**src/rtl/core/pf74_pkg.sv**
```systemverilog
// ----------------------------------------------------------------------------
// pf74_pkg: shared types and constants of the 7x4 Playfair cipher
// Symbol codes, command codes, character constants, memory control
// structs and the character conversion functions.
// ----------------------------------------------------------------------------
`default_nettype none

package pf74_pkg;

  // Symbol codes: 0..25 are a..z, 26..35 are 0..9, 63 marks an empty cell.
  localparam int SYM_W       = 6;
  localparam int NSYM        = 36;
  localparam int NUM_LETTERS = 26;
  localparam int GRID_COLS   = 4;
  localparam int COL_W       = 2;

  localparam logic [SYM_W-1:0] CODE_I    = 6'd8;
  localparam logic [SYM_W-1:0] CODE_J    = 6'd9;
  localparam logic [SYM_W-1:0] CODE_X    = 6'd23;
  localparam logic [SYM_W-1:0] CODE_NONE = 6'd63;
  localparam logic [SYM_W-1:0] CODE_D0   = 6'd26;

  localparam logic [7:0] CH_TAB   = 8'h09;
  localparam logic [7:0] CH_CR    = 8'h0D;
  localparam logic [7:0] CH_SPACE = 8'h20;
  localparam logic [7:0] CH_0     = 8'h30;
  localparam logic [7:0] CH_9     = 8'h39;
  localparam logic [7:0] CH_UA    = 8'h41;
  localparam logic [7:0] CH_UZ    = 8'h5A;
  localparam logic [7:0] CH_A     = 8'h61;
  localparam logic [7:0] CH_Z     = 8'h7A;
  localparam logic [7:0] CASE_OFS = 8'h20;

  typedef enum logic [2:0] {
    CMD_KEY_START = 3'd0,
    CMD_KEY_CHAR  = 3'd1,
    CMD_KEY_DONE  = 3'd2,
    CMD_ENC_CHAR  = 3'd3,
    CMD_DEC_CHAR  = 3'd4,
    CMD_END_MSG   = 3'd5
  } cmd_t;

  // Control of the symbol-to-cell map.
  typedef struct packed {
    logic             clr;
    logic             we;
    logic             re;
    logic [SYM_W-1:0] waddr;
    logic [SYM_W-1:0] raddr;
  } place_ctl_t;

  // Control of the grid memory (addresses travel separately, their width
  // follows the grid size).
  typedef struct packed {
    logic             we;
    logic             re;
    logic [SYM_W-1:0] wdata;
  } grid_ctl_t;

  // Lower-case a character and turn it into a symbol code; j keeps its code.
  function automatic logic [SYM_W-1:0] sym_code(input logic [7:0] c);
    logic [7:0] l;
    logic [7:0] d;
    l = (c >= CH_UA && c <= CH_UZ) ? c + CASE_OFS : c;
    d = '0;
    if (l >= CH_A && l <= CH_Z) begin
      d = l - CH_A;
      return d[SYM_W-1:0];
    end else if (l >= CH_0 && l <= CH_9) begin
      d = l - CH_0;
      return CODE_D0 + d[SYM_W-1:0];
    end
    return CODE_NONE;
  endfunction

  // Character of a symbol code; the empty code gives zero.
  function automatic logic [7:0] code_char(input logic [SYM_W-1:0] code);
    logic [7:0] w;
    w = {2'b00, code};
    if (code < SYM_W'(NUM_LETTERS)) begin
      return CH_A + w;
    end else if (code < SYM_W'(NSYM)) begin
      return CH_0 + (w - {2'b00, CODE_D0});
    end
    return 8'h00;
  endfunction

endpackage

`default_nettype wire

```
**src/rtl/core/pf74_in_if.sv**
```systemverilog
// ----------------------------------------------------------------------------
// pf74_in_if: command channel of the Playfair cipher
// Valid/ready channel carrying one command and its character per item.
// ----------------------------------------------------------------------------
`default_nettype none

interface pf74_in_if;
  logic       valid;
  logic       ready;
  logic [2:0] cmd;
  logic [7:0] symbol;

  modport source (output valid, cmd, symbol, input ready);
  modport sink   (input valid, cmd, symbol, output ready);
endinterface

`default_nettype wire

```
**src/rtl/core/pf74_out_if.sv**
```systemverilog
// ----------------------------------------------------------------------------
// pf74_out_if: result channel of the Playfair cipher
// Valid/ready channel carrying one result character per item.
// ----------------------------------------------------------------------------
`default_nettype none

interface pf74_out_if;
  logic       valid;
  logic       ready;
  logic [7:0] out_char;
  logic       last;
  logic       error;

  modport source (output valid, out_char, last, error, input ready);
  modport sink   (input valid, out_char, last, error, output ready);
endinterface

`default_nettype wire

```
**src/rtl/core/pf74_place_mem.sv**
```systemverilog
// ----------------------------------------------------------------------------
// pf74_place_mem: symbol-to-cell map
// One synchronous memory of grid cell indexes, one entry per symbol code,
// with a valid bit per entry that marks the symbol as present in the grid.
// ----------------------------------------------------------------------------
`default_nettype none

module pf74_place_mem #(
  parameter int CELL_W = 5
) (
  input  wire                       clk,
  input  wire                       rst_n,
  input  wire pf74_pkg::place_ctl_t ctl,
  input  wire [CELL_W-1:0]          wdata,
  output logic                      rvalid,
  output logic [CELL_W-1:0]         rdata
);

  logic [CELL_W-1:0]        mem [pf74_pkg::NSYM];
  logic [pf74_pkg::NSYM-1:0] valid_r;
  logic                     rvalid_r;
  logic [CELL_W-1:0]        rdata_r;

  always_ff @(posedge clk) begin
    if (ctl.we) begin
      mem[ctl.waddr] <= wdata;
    end
    if (ctl.re) begin
      // A write to the entry being read is forwarded.
      if (ctl.we && ctl.waddr == ctl.raddr) begin
        rdata_r <= wdata;
      end else begin
        rdata_r <= mem[ctl.raddr];
      end
    end
  end

  always_ff @(posedge clk) begin
    if (!rst_n) begin
      valid_r  <= '0;
      rvalid_r <= 1'b0;
    end else begin
      if (ctl.clr) begin
        valid_r <= '0;
      end else if (ctl.we) begin
        valid_r[ctl.waddr] <= 1'b1;
      end
      if (ctl.re) begin
        rvalid_r <= (ctl.we && !ctl.clr && ctl.waddr == ctl.raddr) || valid_r[ctl.raddr];
      end
    end
  end

  assign rvalid = rvalid_r;
  assign rdata  = rdata_r;

endmodule

`default_nettype wire

```
**src/rtl/core/pf74_grid_mem.sv**
```systemverilog
// ----------------------------------------------------------------------------
// pf74_grid_mem: key grid storage
// One synchronous memory holding the symbol code of each grid cell.
// ----------------------------------------------------------------------------
`default_nettype none

module pf74_grid_mem #(
  parameter int CELLS  = 28,
  parameter int CELL_W = 5
) (
  input  wire                      clk,
  input  wire pf74_pkg::grid_ctl_t ctl,
  input  wire [CELL_W-1:0]         waddr,
  input  wire [CELL_W-1:0]         raddr,
  output logic [pf74_pkg::SYM_W-1:0] rdata
);

  logic [pf74_pkg::SYM_W-1:0] mem [CELLS];
  logic [pf74_pkg::SYM_W-1:0] rdata_r;

  always_ff @(posedge clk) begin
    if (ctl.we) begin
      mem[waddr] <= ctl.wdata;
    end
    if (ctl.re) begin
      if (ctl.we && waddr == raddr) begin
        rdata_r <= ctl.wdata;
      end else begin
        rdata_r <= mem[raddr];
      end
    end
  end

  assign rdata = rdata_r;

endmodule

`default_nettype wire

```
**src/rtl/core/pf74_pair.sv**
```systemverilog
// ----------------------------------------------------------------------------
// pf74_pair: digraph rule
// Maps the cells of a digraph to the cells of its two result characters by
// the row, column and rectangle rules, forward or backward.
// ----------------------------------------------------------------------------
`default_nettype none

module pf74_pair #(
  parameter int GRID_ROWS = 7,
  parameter int CELL_W    = 5
) (
  input  wire [CELL_W-1:0] p1,
  input  wire [CELL_W-1:0] p2,
  input  wire              back,
  output logic [CELL_W-1:0] q1,
  output logic [CELL_W-1:0] q2
);

  localparam int ROW_W = CELL_W - pf74_pkg::COL_W;
  localparam logic [ROW_W-1:0] ROW_LAST = ROW_W'(GRID_ROWS - 1);

  logic [ROW_W-1:0]          r1, r2, r1s, r2s;
  logic [pf74_pkg::COL_W-1:0] c1, c2, c1s, c2s;

  function automatic logic [ROW_W-1:0] row_step(input logic [ROW_W-1:0] r,
                                                input logic bk);
    if (bk) begin
      return (r == '0) ? ROW_LAST : r - ROW_W'(1);
    end
    return (r == ROW_LAST) ? '0 : r + ROW_W'(1);
  endfunction

  always_comb begin
    r1 = p1[CELL_W-1:pf74_pkg::COL_W];
    r2 = p2[CELL_W-1:pf74_pkg::COL_W];
    c1 = p1[pf74_pkg::COL_W-1:0];
    c2 = p2[pf74_pkg::COL_W-1:0];
    // Column shift wraps naturally in the column field width.
    c1s = back ? c1 - pf74_pkg::COL_W'(1) : c1 + pf74_pkg::COL_W'(1);
    c2s = back ? c2 - pf74_pkg::COL_W'(1) : c2 + pf74_pkg::COL_W'(1);
    r1s = row_step(r1, back);
    r2s = row_step(r2, back);
    if (r1 == r2) begin
      q1 = {r1, c1s};
      q2 = {r2, c2s};
    end else if (c1 == c2) begin
      q1 = {r1s, c1};
      q2 = {r2s, c2};
    end else begin
      q1 = {r1, c2};
      q2 = {r2, c1};
    end
  end

endmodule

`default_nettype wire

```
**src/rtl/core/playfair_7x4_cipher_top.sv**
```systemverilog
// ----------------------------------------------------------------------------
// playfair_7x4_cipher_top: Playfair cipher on a GRID_ROWS x 4 grid
// Builds the key grid from streamed key letters and enciphers or deciphers
// digraphs through two memories: the grid and the symbol-to-cell map.
// ----------------------------------------------------------------------------
// Sequence: key_start and key_char are handled in the idle state; key_done
// walks every symbol code (S_FILL) and then marks the empty cells (S_PAD); a
// held symbol is looked up (S_LOOK); a digraph passes S_LOOK (and S_XLOOK for
// a pad x or a doubled letter), S_CALC, S_G1, S_G2, S_EMIT1 and S_EMIT2.
// One item at a time: the input is taken only while the sequencer is idle,
// so a digraph item holds it until both results are in the output register.
// Reset: synchronous, active low; clears the key, map valid bits and output.
// ----------------------------------------------------------------------------
`default_nettype none

module playfair_7x4_cipher_top #(
  parameter int GRID_ROWS = 7
) (
  input  wire         clk,
  input  wire         rst_n,
  pf74_in_if.sink     in_ch,
  pf74_out_if.source  out_ch
);

  // Grid geometry. The grid always has four columns, so a cell index is a
  // row field above a two-bit column field.
  localparam int CELLS  = GRID_ROWS * pf74_pkg::GRID_COLS;
  localparam int CELL_W = $clog2(CELLS);
  localparam int FILL_W = $clog2(CELLS + 1);
  localparam int SYM_W  = pf74_pkg::SYM_W;

  // The sequencer. S_FILL walks every symbol code once after key_done,
  // S_PAD marks leftover cells empty. A cipher symbol is looked up in the
  // map (S_LOOK); a pad x needs a second lookup (S_XLOOK). S_CALC applies
  // the digraph rule, S_G1/S_G2 read the two result cells from the grid.
  typedef enum logic [3:0] {
    S_IDLE,
    S_FILL,
    S_PAD,
    S_LOOK,
    S_XLOOK,
    S_CALC,
    S_G1,
    S_G2,
    S_EMIT1,
    S_EMIT2,
    S_ERR
  } state_t;

  state_t state_r, state_nxt;

  logic                          key_ready_r, key_ready_nxt;
  logic [pf74_pkg::NUM_LETTERS-1:0] used_r, used_nxt;
  logic [FILL_W-1:0]             fill_r, fill_nxt;
  logic [SYM_W-1:0]              idx_r, idx_nxt;
  logic                          held_valid_r, held_valid_nxt;
  logic                          held_dec_r, held_dec_nxt;
  logic [SYM_W-1:0]              held_sym_r, held_sym_nxt;
  logic [CELL_W-1:0]             held_place_r, held_place_nxt;
  logic [SYM_W-1:0]              cur_code_r, cur_code_nxt;
  logic                          cur_back_r, cur_back_nxt;
  logic [CELL_W-1:0]             p1_r, p1_nxt, p2_r, p2_nxt;
  logic                          back_r, back_nxt;
  logic [CELL_W-1:0]             q2_r, q2_nxt;
  logic [SYM_W-1:0]              ch1_r, ch1_nxt, ch2_r, ch2_nxt;
  logic                          out_valid_r, out_valid_nxt;
  logic [7:0]                    out_char_r, out_char_nxt;
  logic                          out_last_r, out_last_nxt;
  logic                          out_err_r, out_err_nxt;

  pf74_pkg::place_ctl_t pctl;
  logic [CELL_W-1:0]    p_wdata;
  logic                 p_rvalid;
  logic [CELL_W-1:0]    p_rdata;

  pf74_pkg::grid_ctl_t  gctl;
  logic [CELL_W-1:0]    g_waddr, g_raddr;
  logic [SYM_W-1:0]     g_rdata;

  logic [CELL_W-1:0]    q1, q2;

  logic                 in_fire;
  logic                 push_ok;
  logic [SYM_W-1:0]     in_code;
  logic [SYM_W-1:0]     in_code_i;
  logic                 in_space;
  logic                 in_digit;
  logic                 fill_room;
  logic                 held_same_mode;

  pf74_place_mem #(.CELL_W(CELL_W)) u_place (
    .clk    (clk),
    .rst_n  (rst_n),
    .ctl    (pctl),
    .wdata  (p_wdata),
    .rvalid (p_rvalid),
    .rdata  (p_rdata)
  );

  pf74_grid_mem #(.CELLS(CELLS), .CELL_W(CELL_W)) u_grid (
    .clk   (clk),
    .ctl   (gctl),
    .waddr (g_waddr),
    .raddr (g_raddr),
    .rdata (g_rdata)
  );

  pf74_pair #(.GRID_ROWS(GRID_ROWS), .CELL_W(CELL_W)) u_pair (
    .p1   (p1_r),
    .p2   (p2_r),
    .back (back_r),
    .q1   (q1),
    .q2   (q2)
  );

  // Items are taken only between commands; the output register lets the
  // next item in while a result waits downstream.
  assign in_ch.ready = (state_r == S_IDLE);
  assign in_fire     = in_ch.valid && in_ch.ready;
  assign push_ok     = !out_valid_r || out_ch.ready;

  assign out_ch.valid    = out_valid_r;
  assign out_ch.out_char = out_char_r;
  assign out_ch.last     = out_last_r;
  assign out_ch.error    = out_err_r;

  assign in_code   = pf74_pkg::sym_code(in_ch.symbol);
  assign in_code_i = (in_code == pf74_pkg::CODE_J) ? pf74_pkg::CODE_I : in_code;
  assign in_space  = (in_ch.symbol == pf74_pkg::CH_SPACE) ||
                     (in_ch.symbol >= pf74_pkg::CH_TAB && in_ch.symbol <= pf74_pkg::CH_CR);
  assign in_digit  = (in_ch.symbol >= pf74_pkg::CH_0) && (in_ch.symbol <= pf74_pkg::CH_9);
  assign fill_room = (fill_r < FILL_W'(CELLS));
  // A held symbol from the other mode is dropped when a new one arrives.
  assign held_same_mode = held_valid_r && (held_dec_r == cur_back_r);

  always_comb begin
    state_nxt      = state_r;
    key_ready_nxt  = key_ready_r;
    used_nxt       = used_r;
    fill_nxt       = fill_r;
    idx_nxt        = idx_r;
    held_valid_nxt = held_valid_r;
    held_dec_nxt   = held_dec_r;
    held_sym_nxt   = held_sym_r;
    held_place_nxt = held_place_r;
    cur_code_nxt   = cur_code_r;
    cur_back_nxt   = cur_back_r;
    p1_nxt         = p1_r;
    p2_nxt         = p2_r;
    back_nxt       = back_r;
    q2_nxt         = q2_r;
    ch1_nxt        = ch1_r;
    ch2_nxt        = ch2_r;
    out_valid_nxt  = out_valid_r && !out_ch.ready;
    out_char_nxt   = out_char_r;
    out_last_nxt   = out_last_r;
    out_err_nxt    = out_err_r;

    pctl    = '0;
    p_wdata = fill_r[CELL_W-1:0];
    gctl    = '0;
    g_waddr = fill_r[CELL_W-1:0];
    g_raddr = q1;

    unique case (state_r)
      S_IDLE: begin
        if (in_fire) begin
          case (in_ch.cmd)
            pf74_pkg::CMD_KEY_START: begin
              pctl.clr       = 1'b1;
              used_nxt       = '0;
              fill_nxt       = '0;
              held_valid_nxt = 1'b0;
              held_dec_nxt   = 1'b0;
              held_sym_nxt   = '0;
              key_ready_nxt  = 1'b0;
            end
            pf74_pkg::CMD_KEY_CHAR: begin
              // Only new letters other than j are placed.
              if (!key_ready_r && in_code < SYM_W'(pf74_pkg::NUM_LETTERS) &&
                  in_code != pf74_pkg::CODE_J && !used_r[in_code[4:0]] && fill_room) begin
                used_nxt[in_code[4:0]] = 1'b1;
                pctl.we    = 1'b1;
                pctl.waddr = in_code;
                gctl.we    = 1'b1;
                gctl.wdata = in_code;
                fill_nxt   = fill_r + FILL_W'(1);
              end
            end
            pf74_pkg::CMD_KEY_DONE: begin
              if (!key_ready_r) begin
                idx_nxt   = '0;
                state_nxt = S_FILL;
              end
            end
            pf74_pkg::CMD_ENC_CHAR, pf74_pkg::CMD_DEC_CHAR: begin
              if (!key_ready_r) begin
                state_nxt = S_ERR;
              end else if (in_ch.cmd == pf74_pkg::CMD_ENC_CHAR && (in_space || in_digit)) begin
                state_nxt = S_IDLE;
              end else if (in_code_i == pf74_pkg::CODE_NONE) begin
                state_nxt = S_ERR;
              end else begin
                pctl.re      = 1'b1;
                pctl.raddr   = in_code_i;
                cur_code_nxt = in_code_i;
                cur_back_nxt = (in_ch.cmd == pf74_pkg::CMD_DEC_CHAR);
                state_nxt    = S_LOOK;
              end
            end
            pf74_pkg::CMD_END_MSG: begin
              if (held_valid_r) begin
                held_valid_nxt = 1'b0;
                if (held_dec_r) begin
                  state_nxt = S_ERR;
                end else begin
                  // Pad the odd plaintext letter with x.
                  p1_nxt     = held_place_r;
                  back_nxt   = 1'b0;
                  pctl.re    = 1'b1;
                  pctl.raddr = pf74_pkg::CODE_X;
                  state_nxt  = S_XLOOK;
                end
              end
            end
            default: begin
              state_nxt = S_IDLE;
            end
          endcase
        end
      end

      S_FILL: begin
        if ((idx_r < SYM_W'(pf74_pkg::NUM_LETTERS) && idx_r != pf74_pkg::CODE_J &&
             !used_r[idx_r[4:0]]) || idx_r >= SYM_W'(pf74_pkg::NUM_LETTERS)) begin
          if (fill_room) begin
            if (idx_r < SYM_W'(pf74_pkg::NUM_LETTERS)) begin
              used_nxt[idx_r[4:0]] = 1'b1;
            end
            pctl.we    = 1'b1;
            pctl.waddr = idx_r;
            gctl.we    = 1'b1;
            gctl.wdata = idx_r;
            fill_nxt   = fill_r + FILL_W'(1);
          end
        end
        idx_nxt = idx_r + SYM_W'(1);
        if (idx_r == SYM_W'(pf74_pkg::NSYM - 1)) begin
          state_nxt = S_PAD;
        end
      end

      S_PAD: begin
        if (fill_room) begin
          gctl.we    = 1'b1;
          gctl.wdata = pf74_pkg::CODE_NONE;
          fill_nxt   = fill_r + FILL_W'(1);
        end else begin
          key_ready_nxt  = 1'b1;
          held_valid_nxt = 1'b0;
          state_nxt      = S_IDLE;
        end
      end

      S_LOOK: begin
        if (!p_rvalid) begin
          state_nxt = S_ERR;
        end else if (!held_same_mode) begin
          held_valid_nxt = 1'b1;
          held_dec_nxt   = cur_back_r;
          held_sym_nxt   = cur_code_r;
          held_place_nxt = p_rdata;
          state_nxt      = S_IDLE;
        end else if (!cur_back_r && held_sym_r == cur_code_r) begin
          // Doubled letter: emit (held, x) and keep the letter held.
          p1_nxt     = held_place_r;
          back_nxt   = 1'b0;
          pctl.re    = 1'b1;
          pctl.raddr = pf74_pkg::CODE_X;
          state_nxt  = S_XLOOK;
        end else begin
          held_valid_nxt = 1'b0;
          p1_nxt         = held_place_r;
          p2_nxt         = p_rdata;
          back_nxt       = cur_back_r;
          state_nxt      = S_CALC;
        end
      end

      S_XLOOK: begin
        p2_nxt    = p_rdata;
        state_nxt = S_CALC;
      end

      S_CALC: begin
        gctl.re   = 1'b1;
        g_raddr   = q1;
        q2_nxt    = q2;
        state_nxt = S_G1;
      end

      S_G1: begin
        ch1_nxt   = g_rdata;
        gctl.re   = 1'b1;
        g_raddr   = q2_r;
        state_nxt = S_G2;
      end

      S_G2: begin
        ch2_nxt   = g_rdata;
        state_nxt = S_EMIT1;
      end

      S_EMIT1: begin
        if (push_ok) begin
          out_valid_nxt = 1'b1;
          out_char_nxt  = pf74_pkg::code_char(ch1_r);
          out_last_nxt  = 1'b0;
          out_err_nxt   = 1'b0;
          state_nxt     = S_EMIT2;
        end
      end

      S_EMIT2: begin
        if (push_ok) begin
          out_valid_nxt = 1'b1;
          out_char_nxt  = pf74_pkg::code_char(ch2_r);
          out_last_nxt  = 1'b1;
          out_err_nxt   = 1'b0;
          state_nxt     = S_IDLE;
        end
      end

      S_ERR: begin
        if (push_ok) begin
          out_valid_nxt = 1'b1;
          out_char_nxt  = 8'h00;
          out_last_nxt  = 1'b1;
          out_err_nxt   = 1'b1;
          state_nxt     = S_IDLE;
        end
      end

      default: begin
        state_nxt = S_IDLE;
      end
    endcase
  end

  always_ff @(posedge clk) begin
    if (!rst_n) begin
      state_r      <= S_IDLE;
      key_ready_r  <= 1'b0;
      used_r       <= '0;
      fill_r       <= '0;
      idx_r        <= '0;
      held_valid_r <= 1'b0;
      held_dec_r   <= 1'b0;
      held_sym_r   <= '0;
      out_valid_r  <= 1'b0;
    end else begin
      state_r      <= state_nxt;
      key_ready_r  <= key_ready_nxt;
      used_r       <= used_nxt;
      fill_r       <= fill_nxt;
      idx_r        <= idx_nxt;
      held_valid_r <= held_valid_nxt;
      held_dec_r   <= held_dec_nxt;
      held_sym_r   <= held_sym_nxt;
      out_valid_r  <= out_valid_nxt;
    end
    held_place_r <= held_place_nxt;
    cur_code_r   <= cur_code_nxt;
    cur_back_r   <= cur_back_nxt;
    p1_r         <= p1_nxt;
    p2_r         <= p2_nxt;
    back_r       <= back_nxt;
    q2_r         <= q2_nxt;
    ch1_r        <= ch1_nxt;
    ch2_r        <= ch2_nxt;
    out_char_r   <= out_char_nxt;
    out_last_r   <= out_last_nxt;
    out_err_r    <= out_err_nxt;
  end

  // The fill pointer never passes the end of the grid.
  a_fill_bound: assert property (@(posedge clk) disable iff (!rst_n)
    fill_r <= FILL_W'(CELLS))
    else $error("grid fill pointer beyond the last cell");

  // A digraph half can only be held once the grid is complete.
  a_held_needs_key: assert property (@(posedge clk) disable iff (!rst_n)
    held_valid_r |-> key_ready_r)
    else $error("symbol held without a complete key grid");

  // An error result always closes its group.
  a_err_last: assert property (@(posedge clk) disable iff (!rst_n)
    out_valid_r && out_err_r |-> out_last_r)
    else $error("error result without last");

  // A map lookup always follows an accepted item.
  a_look_after_fire: assert property (@(posedge clk) disable iff (!rst_n)
    state_r == S_LOOK |-> $past(in_fire))
    else $error("symbol lookup without an accepted item");

  // The key becomes ready only at the end of the padding walk.
  a_ready_from_pad: assert property (@(posedge clk) disable iff (!rst_n)
    $rose(key_ready_r) |-> $past(state_r == S_PAD))
    else $error("key ready raised outside the grid completion");

endmodule

`default_nettype wire
```
**src/flat_wrapper.sv**
```systemverilog
// flat-port wrapper written by rule: the top's interface ports become plain ports
module playfair_7x4_cipher_top_flat 
#(
  parameter int GRID_ROWS = 7
)
  (clk, rst_n, in_ch_valid, in_ch_cmd, in_ch_symbol, in_ch_ready, out_ch_valid, out_ch_out_char, out_ch_last, out_ch_error, out_ch_ready);
  pf74_in_if in_ch_i ();
  pf74_out_if out_ch_i ();
  input  wire clk;
  input  wire rst_n;
  input wire logic [$bits(in_ch_i.valid)-1:0] in_ch_valid;
  input wire logic [$bits(in_ch_i.cmd)-1:0] in_ch_cmd;
  input wire logic [$bits(in_ch_i.symbol)-1:0] in_ch_symbol;
  output wire logic [$bits(in_ch_i.ready)-1:0] in_ch_ready;
  output wire logic [$bits(out_ch_i.valid)-1:0] out_ch_valid;
  output wire logic [$bits(out_ch_i.out_char)-1:0] out_ch_out_char;
  output wire logic [$bits(out_ch_i.last)-1:0] out_ch_last;
  output wire logic [$bits(out_ch_i.error)-1:0] out_ch_error;
  input wire logic [$bits(out_ch_i.ready)-1:0] out_ch_ready;
  assign in_ch_i.valid = in_ch_valid;
  assign in_ch_i.cmd = in_ch_cmd;
  assign in_ch_i.symbol = in_ch_symbol;
  assign in_ch_ready = in_ch_i.ready;
  assign out_ch_valid = out_ch_i.valid;
  assign out_ch_out_char = out_ch_i.out_char;
  assign out_ch_last = out_ch_i.last;
  assign out_ch_error = out_ch_i.error;
  assign out_ch_i.ready = out_ch_ready;
  playfair_7x4_cipher_top #(.GRID_ROWS(GRID_ROWS)) u_core (.clk(clk), .rst_n(rst_n), .in_ch(in_ch_i), .out_ch(out_ch_i));
endmodule
```
**config.mk**
```make
export PLATFORM = sky130hd
export DESIGN_NAME = playfair_7x4_cipher_top_flat
export DESIGN_NICKNAME = d
export VERILOG_FILES = /design/src/rtl/core/pf74_pkg.sv /design/src/rtl/core/pf74_in_if.sv /design/src/rtl/core/pf74_out_if.sv /design/src/rtl/core/pf74_place_mem.sv /design/src/rtl/core/pf74_grid_mem.sv /design/src/rtl/core/pf74_pair.sv /design/src/rtl/core/playfair_7x4_cipher_top.sv /design/src/flat_wrapper.sv
export SDC_FILE = /design/constraint.sdc
export NUM_CORES = 1
export LEC_CHECK = 0
export ABC_AREA = 0
export BUFFER_PORTS_ARGS = -buffer_cell sky130_fd_sc_hd__buf_4
export CORE_MARGIN = 5
export CORE_UTILIZATION = 64
export CTS_BUF_LIST = sky130_fd_sc_hd__clkbuf_8
export CTS_CLUSTER_DIAMETER = 120
export CTS_CLUSTER_SIZE = 8
export DETAILED_ROUTE_END_ITERATION = 7
export PLACE_DENSITY = 0.86
export SETUP_SLACK_MARGIN = 0.5
export SYNTH_ARGS = -nofsm -noshare
export SYNTH_HDL_FRONTEND = slang
export SYNTH_SLANG_ARGS = --single-unit
```
**constraint.sdc**
```tcl
create_clock -name clk -period 7.3 [get_ports clk]
set_clock_uncertainty 0.2 [all_clocks]
set_input_delay 1.825 -clock clk [delete_from_list [all_inputs] [get_ports clk]]
set_output_delay 1.825 -clock clk [all_outputs]
set_load 0.01 [all_outputs]
```
==> run_results.csv, run 1 <==
group,metric,value,unit
run_status,status,"complete, no violations",
setup_path,crit_slowest_cell,"nor2_1",
global_route,grt_max_degree,49,
clock_tree,cts_sinks,497,
clock_tree,hold_buffers,0,
synthesis,synthesis.area,22900,um2
layout,drive_above_1_share,16.3,%
setup_path,path_cells,"buf_4, inv_1, ha_1, nor3b_2, a32o_1, nor4b_2, and2_1, a21o_2, clkinv_2, nand3_1, o211ai_2, a2111oi_4, or2_2, nand2b_1, nand2_1, nor2_1",
global_route,grt_first_pass_wirelength,89700,um
setup_path,critPathTopFamily,"simple AND/OR/NAND/NOR gates",
timing,finalSetupViolations,0,
setup_path,required,7.38,ns
clock_tree,cts_buffers,72,
detailed_routing,drt_wl_total,58400,um
detailed_routing,drt_drc_violations_left,0,
synthesis,synth-seq-cells,497,
clock_tree,clock_latency,0.65,ns
synthesis,yosysSeqAreaShare,61.4,%
synthesis,synth_cell_type_count,103,
setup_path,crit_end,"u_core.u_grid.mem[0][5]$_DFFE_PP_",
setup_path,worst_path_largest_cell_delay,0.56,ns
detailed_routing,vias,15963,
layout,nets,1870,
detailed_routing,wire_per_inst,25.1,um
global_route,antenna_found_initial,1,
place,globalplace.congestion,0.990,
clock_tree,cts_max_path_buffers,3,
power,p_per_area,224,nW/um2
clock_tree,post_cts_buffers,0,
die,ioPinCount,27,
place,place_ws,0.247,ns
clock_tree,cts_resized,0,
die,die_y,199,um
die,std_cell_rows,69,
setup_path,cp_num_buf_inv,3,
setup_path,startpoint_type,"input port",
timing,hold_viol_final,0,
timing,relSlewSlack,14.9,%
layout,syn_to_final_growth,8.66,%
setup_path,critPathLaunch,"in_ch_symbol[0]",
power,leakagePower,8.67,nW
detailed_routing,drt_first_iter_violations,1961,
place,placed_area,23700,um2
global_route,track_usage,29.5,%
synthesis,synth_enable_flop_cells,409,
timing,max_freq,153,MHz
die,start_util,64.7,%
timing,fin_crit_sh,89.5,%
setup_path,r2r_end,"u_core.u_place.rdata[1]$_DFFE_PP_",
timing,period_needed,6.53,ns
detailed_routing,postRouteAntennaNets,0,
detailed_routing,detailedRoute.firstPassIterationCount,8,
setup_path,path_depth,16,
clock_tree,cts_tree,"done",
job,drv_cap,0,
synthesis,synth_ff_type,"edfxtp_1",
detailed_routing,avgViaCountPerCell,6.85,
timing,fin_setup_tns,0,ns
synthesis,async_flop_share,0,%
timing,drv_slew,0,
setup_path,path_class,"in2reg",
setup_path,worstPathMaxFanout,15,
die,core,35400,um2
synthesis,synthesis.nets,1807,
place,port_buffers,26,
synthesis,post_synth_inst_count,1757,
synthesis,ys_warn_count,0,
timing,tightest_slew,1.27,ns
setup_path,r2r_start,"u_core.state_r[0]$_SDFFE_PN0P_",
min_path,min_path_type,"reg2reg",
timing,rsz0062_at_grt,"false",
setup_path,worstPathArrival,6.61,ns
die,dieWidth,199,um
setup_path,reg2reg_depth,13,
clock_tree,root_buffer,"clkbuf_8",
clock_tree,htree_num_levels,3,
global_route,grt_pass1_vias,15637,
min_path,whs_path_depth,0,
layout,fin_area,24900,um2
global_route,grt_overflow,0,
clock_tree,path_clk_slew,0.07,ns
setup_path,critPathCaptureType,"register",
place,hpwlAfterDp,39300,um
synthesis,syn_avg_cell_area,13.0,um2
setup_path,rrSetupSlack,2.04,ns
timing,setup_ws,0.770,ns
die,dieArea,39600,um2
timing,whs,0.236,ns
power,peakVddDrop,0.223,mV
==> placed cells by master, fill, tap and decap left out, drive strengths merged, types with 10 or more instances in the layout <==
cell type	netlist	final
edfxtp	409	409
nor2	187	187
nand2	144	144
dfxtp	88	88
a21oi	86	86
inv	36	85
buf	35	76
clkbuf	52	72
mux2i	65	65
o21ai	58	58
mux4	49	49
nand3	45	45
o22ai	43	43
o21a	37	37
ha	35	35
mux2	26	26
xor2	24	24
nand2b	20	20
o211ai	20	20
nor3	19	19
o221ai	18	18
xnor2	15	15
a31oi	14	14
nor4	12	12
and3	12	12
a211oi	11	11
a211o	11	11
a32o	11	11
and2	10	10
nand4	10	10
==> worst min-delay path by stage <==
| stage | from | endpoint | slack, ns |
|---|---|---|---|
| 2_1_floorplan | u_core.held_place_r[0]$_DFFE_PP_ | u_core.p1_r[0]$_DFFE_PP_ | 0.20 |
| 3_3_place_gp | u_core.held_place_r[1]$_DFFE_PP_ | u_core.p1_r[1]$_DFFE_PP_ | 0.21 |
| 3_5_place_dp | u_core.held_place_r[3]$_DFFE_PP_ | u_core.p1_r[3]$_DFFE_PP_ | 0.22 |
| 4_1_cts | u_core.held_place_r[3]$_DFFE_PP_ | u_core.p1_r[3]$_DFFE_PP_ | 0.24 |
| 5_1_grt | u_core.held_place_r[2]$_DFFE_PP_ | u_core.p1_r[2]$_DFFE_PP_ | 0.25 |
| 6_report | u_core.held_place_r[3]$_DFFE_PP_ | u_core.p1_r[3]$_DFFE_PP_ | 0.24 |
==> power by group <==
group / internal [mW] / switching, mW
combinational: 0.138 / 0.338
clock: 0.922 / 1.03
sequential: 3.13 / 0.0260
total: 4.19 / 1.39
==> Yosys cell counts, types with 8 or more instances <==
library cell  number  area, um2
o21a_1            37        278
a211oi_1          11       82.6
a221oi_1           8       70.1
inv_1             32        120
nand3b_1           9       67.6
clkbuf_1          52        195
buf_2             16       80.1
edfxtp_1         409      12300
and2_1            10       62.6
nor4_1            12       75.1
ha_1              35        438
mux2_2            23        259
o22ai_1           43        269
nand2b_1          20        125
nor2_2             9       56.3
a32o_1            10        100
xor2_1            24        210
o21ai_0           52        260
dfxtp_1           88       1760
nor3_1            19       95.1
o211ai_1          19        143
a21oi_1           83        415
a31oi_1           14       87.6
nand3_1           42        210
nor2_1           178        668
mux2i_1           65        651
a211o_1           11       96.3
o31ai_1            8       60.1
nand2_1          140        526
and3_1            12       75.1
xnor2_1           15        131
o221a_2            9        101
mux4_2            49       1100
o221ai_1          17        149
==> layout make-up <==
cell class	count	area, um2
sequential	497	14000
fill	2359	10500
clock buffer	72	991
tap	461	577
clock inverter	51	225
timing repair buffer	76	583
inverter	39	150
antenna	1	2.50
multi-input combinational	1134	8300
==> layer usage <==
| layer | wire length, um | vias up | global-route usage, % |
|---|---|---|---|
| li1 | - | 6920 | - |
| met4 | 2470 | 0 | 12.1 |
| met2 | 28000 | 1093 | 47.8 |
| met1 | 21700 | 7754 | 39.5 |
| met3 | 6190 | 196 | 6.39 |
| met5 | 0 | - | 0 |
==> metrics by stage <==
| stage | total power [mW] | instances | utilization (%) |
|---|---|---|---|
| after detailed placement | 3.68 | 2207 | 66.8 |
| after global routing | 5.77 | 2331 | 70.3 |
| final | 5.58 | 2331 | 70.3 |
| after CTS | 5.59 | 2330 | 70.3 |
| after floorplan | 3.51 | 1757 | - |
| after global placement | 3.66 | 2207 | 66.8 |
==> state kept, by name, indices dropped and copies added (netlist names), 4 cells and up <==
| register | cells |
|---|---|
| u_core.q2_r | 5 |
| u_core.held_place_r | 5 |
| u_core.ch2_r | 6 |
| u_core.used_r | 26 |
| u_core.p2_r | 5 |
| u_core.p1_r | 5 |
| u_core.u_place.valid_r | 36 |
| u_core.ch1_r | 6 |
| u_core.held_sym_r | 6 |
| u_core.cur_code_r | 6 |
| u_core.idx_r | 6 |
| u_core.u_grid.mem | 168 |
| u_core.state_r | 4 |
| u_core.fill_r | 5 |
| u_core.u_place.mem | 180 |
| u_core.out_ch.out_char | 8 |
| u_core.u_grid.rdata | 6 |
| u_core.u_place.rdata | 5 |
==> kinds of logic (layout without fill, tap and decap cells) <==
| group | after synthesis | after routing | share of synthesized area (%) |
|---|---|---|---|
| and+or+nand+nor | 509 | 509 | 10.8 |
| DFF | 497 | 497 | 61.4 |
| AOI/OAI and AO/OA | 411 | 411 | 12.9 |
| muxes | 140 | 140 | 8.98 |
| buffers and inverters | 126 | 238 | 2.51 |
| xor gates and xnor gates | 39 | 39 | 1.49 |
| adders and majority gates | 35 | 35 | 1.91 |
| other | 0 | 1 | 0 |
==> worst register-to-register path, delay by kind of cell (launching register included) <==
family	cells	cell delay, ns
buf+inv	1	0.25
simple gates	8	2.99
flops	1	0.68
compound gates	4	0.90
(Power assumes the default switching activity.)
==> run 2: changes to the inputs <==
--- a/config.mk
+++ b/config.mk
@@ -8,12 +8,12 @@
 export ABC_AREA = 0
 export BUFFER_PORTS_ARGS = -buffer_cell sky130_fd_sc_hd__buf_4
 export CORE_MARGIN = 5
-export CORE_UTILIZATION = 64
+export CORE_UTILIZATION = 59
 export CTS_BUF_LIST = sky130_fd_sc_hd__clkbuf_8
 export CTS_CLUSTER_DIAMETER = 120
 export CTS_CLUSTER_SIZE = 8
 export DETAILED_ROUTE_END_ITERATION = 7
-export PLACE_DENSITY = 0.86
+export PLACE_DENSITY = 0.83
 export SETUP_SLACK_MARGIN = 0.5
 export SYNTH_ARGS = -nofsm -noshare
 export SYNTH_HDL_FRONTEND = slang
==> constraint.sdc (replaced) <==
create_clock -name clk -period 5.3 [get_ports clk]
set_clock_uncertainty 0.2 [all_clocks]
set_input_delay 1.325 -clock clk [delete_from_list [all_inputs] [get_ports clk]]
set_output_delay 1.325 -clock clk [all_outputs]
set_load 0.01 [all_outputs]
==> run 2 against run 1 <==
  * Combinational power up 81%
  * Via count up 6.4%
  * Clock power up 41%
  * First-iteration DRC count up 15%
  * Die area up 8.0%
  * Sequential share of layout area down 6.3 points
  * Non-clock buffer count up 209
  * Power up 43%
  * Critical endpoint is now u_core.u_grid.mem[7][0]$_DFFE_PP_
  * Highest routed layer unchanged
==> run_results.csv, run 2 (synthesis results as in run 1) <==
group,metric,value,unit
die,core,38600,um2
die,start_util,59.4,%
setup_path,worstPathMaxFanout,7,
detailed_routing,avgViaCountPerCell,6.54,
power,p_total,7.98,mW
power,internal_power,5.95,mW
timing,hold_viol_final,0,
clock_tree,cts_buffers,72,
setup_path,cp_num_buf_inv,6,
min_path,whs_path_depth,0,
setup_path,path_depth,19,
layout,nets,2080,
place,hpwlAfterDp,41100,um
setup_path,critPathTopFamily,"compound AO/OA/AOI/OAI gates",
place,port_buffers,26,
layout,final_common_cell,"edfxtp_1",
clock_tree,htree_num_levels,3,
setup_path,path_class,"in2reg",
global_route,grt_overflow,0,
clock_tree,cts_max_path_buffers,3,
timing,tightest_slew,0.945,ns
die,ioPinCount,27,
layout,fin_area,28000,um2
global_route,antenna_found_initial,0,
detailed_routing,detailedRoute.firstPassIterationCount,6,
setup_path,worst_path_largest_cell_delay,0.46,ns
timing,finalSetupViolations,0,
timing,setup_ws,0.290,ns
layout,layout.cells.non_filler,2597,
power,pwr-share-clk,34.4,%
global_route,grt_max_degree,49,
die,dieWidth,207,um
layout,top_regs,"u_core.u_place.mem (180), u_core.u_grid.mem (168), u_core.u_place.valid_r (36)",
detailed_routing,vias,16980,
detailed_routing,drt_first_iter_violations,2259,
die,dieArea,42800,um2
timing,max_freq,200,MHz
timing,drv_slew,0,
power,peakVddDrop,0.326,mV
timing,rsz0062_at_grt,"true",
timing,period_needed,5.01,ns
setup_path,critPathCaptureType,"register",
min_path,min_path_type,"reg2reg",
clock_tree,root_buffer,"clkbuf_8",
power,swShare,25.5,%
timing,fin_crit_sh,94.5,%
run_status,status,"complete, no violations",
place,globalplace.congestion,0.957,
clock_tree,cts_sinks,497,
place,placed_cells,2418,
layout,layout_common_cells,"edfxtp_1, buf_4, nand2_1, nor2_1, dfxtp_1",
power,leakagePower,10.0,nW
job,drv_cap,0,
setup_path,crit_slowest_cell,"a2111oi_4",
setup_path,required,5.44,ns
die,std_cell_rows,72,
setup_path,reg2reg_depth,14,
detailed_routing,drt_drc_violations_left,0,
clock_tree,clock_latency,0.64,ns
layout,drive_above_1_share,29.7,%
detailed_routing,drt_wl_total,63700,um
timing,fin_setup_tns,0,ns
setup_path,worstPathArrival,5.15,ns
detailed_routing,postRouteAntennaNets,0,
layout,syn_to_final_growth,22.4,%
global_route,track_usage,28.3,%
global_route,grt_pass1_vias,16486,
power,pwr-share-seq,54.9,%
power,p_per_area,285,nW/um2
layout,diodes,0,
layout,regMostFlops,"u_core.u_place.mem",
power,p_sw,2.04,mW
place,place_ws,-0.407,ns
power,power.share.combinational,10.8,%
layout,largest_register_ffs,180,
clock_tree,path_clk_slew,0.06,ns
place,placed_area,25400,um2
clock_tree,cts_tree,"done",
global_route,grt_first_pass_wirelength,93300,um
die,die_y,207,um
timing,relSlewSlack,36.7,%
setup_path,startpoint_type,"input port",
detailed_routing,wire_per_inst,24.5,um
setup_path,path_cells,"buf_12, inv_8, ha_4, nor3b_4, a211o_1, o32ai_4, a31o_1, inv_2, mux2_4, a221oi_2, o221ai_2, a2111oi_4, buf_6, or2_4, nand2b_4, buf_12, nand2_8, nor2_4, buf_6",
[run 2: changes by cell type in the layout (fill, tap and decap cells not counted), sizes merged]
cell,before,now
buf,76,280
clkbuf,72,79
inv,85,83
diode,1,0
nand3,45,46
[run 2: per-stage QoR]
stage / hold slack, ns / util (%)
after global routing: 0.230 / 72.7
after detailed placement: 0.207 / 66.0
after CTS: 0.221 / 70.4
after global placement: 0.202 / 66.0
final: 0.223 / 72.7
after floorplan: 0.200 / -
[run 2: what timing repair did]
item	4_1_cts	5_1_grt
pin swaps	33	44
setup buffers	24	23
gates cloned	2	7
hold buffers	0	0
setup endpoints to repair	409	443
gates resized for setup	56	114
[run 2: final timing paths]
path / start / end / slack [ns]
setup / recovery: in_ch_symbol[0] / u_core.u_grid.mem[7][0]$_DFFE_PP_ / 0.29
hold / removal: u_core.held_place_r[2]$_DFFE_PP_ / u_core.p1_r[2]$_DFFE_PP_ / 0.22
setup reg to reg: u_core.state_r[1]$_SDFFE_PN0P_ / u_core.u_place.rdata[2]$_DFFE_PP_ / 0.67
hold reg to reg: u_core.held_place_r[2]$_DFFE_PP_ / u_core.p1_r[2]$_DFFE_PP_ / 0.22
[run 2: metal layers]
metal  vias to the layer above  GRT usage (%)  routed length (um)
li1                       7361              -                   -
met1                      8363           38.0               24400
met2                      1035           46.9               31100
met3                       221           4.36                5320
met4                         0           11.3                2810
met5                         -              0                   0
[run 2: power groups by stage]
stage	sequential [mW]	combinational [mW]	clock, mW
finish	4.38	0.860	2.74
global route	4.38	0.902	2.95
CTS	4.38	0.744	2.76
detailed placement	4.46	0.716	0
global placement	4.46	0.695	0
floorplan	4.43	0.437	0
[run 2: worst reg2reg max path, stage by stage (launching register included)]
cell and delay [ns]:
dfxtp_1 0.52, nor2_1 0.47, nand2_1 0.29, a211oi_1 0.48, a21o_1 0.41, or4b_4 0.27
buf_6 0.13, nand3_4 0.11, buf_4 0.16, buf_4 0.15, buf_4 0.15, nand2_1 0.06
a31oi_1 0.11, a211o_1 0.32, or4_1 0.54
[run 2: layout make-up]
cell class	count	area, um2
flip-flops and latches	497	14000
fillers	2390	10500
multi-input cells	1135	9250
repair buffers	285	2680
clock buffers	74	1020
well taps	518	648
clock inverters	49	215
inverters	39	163
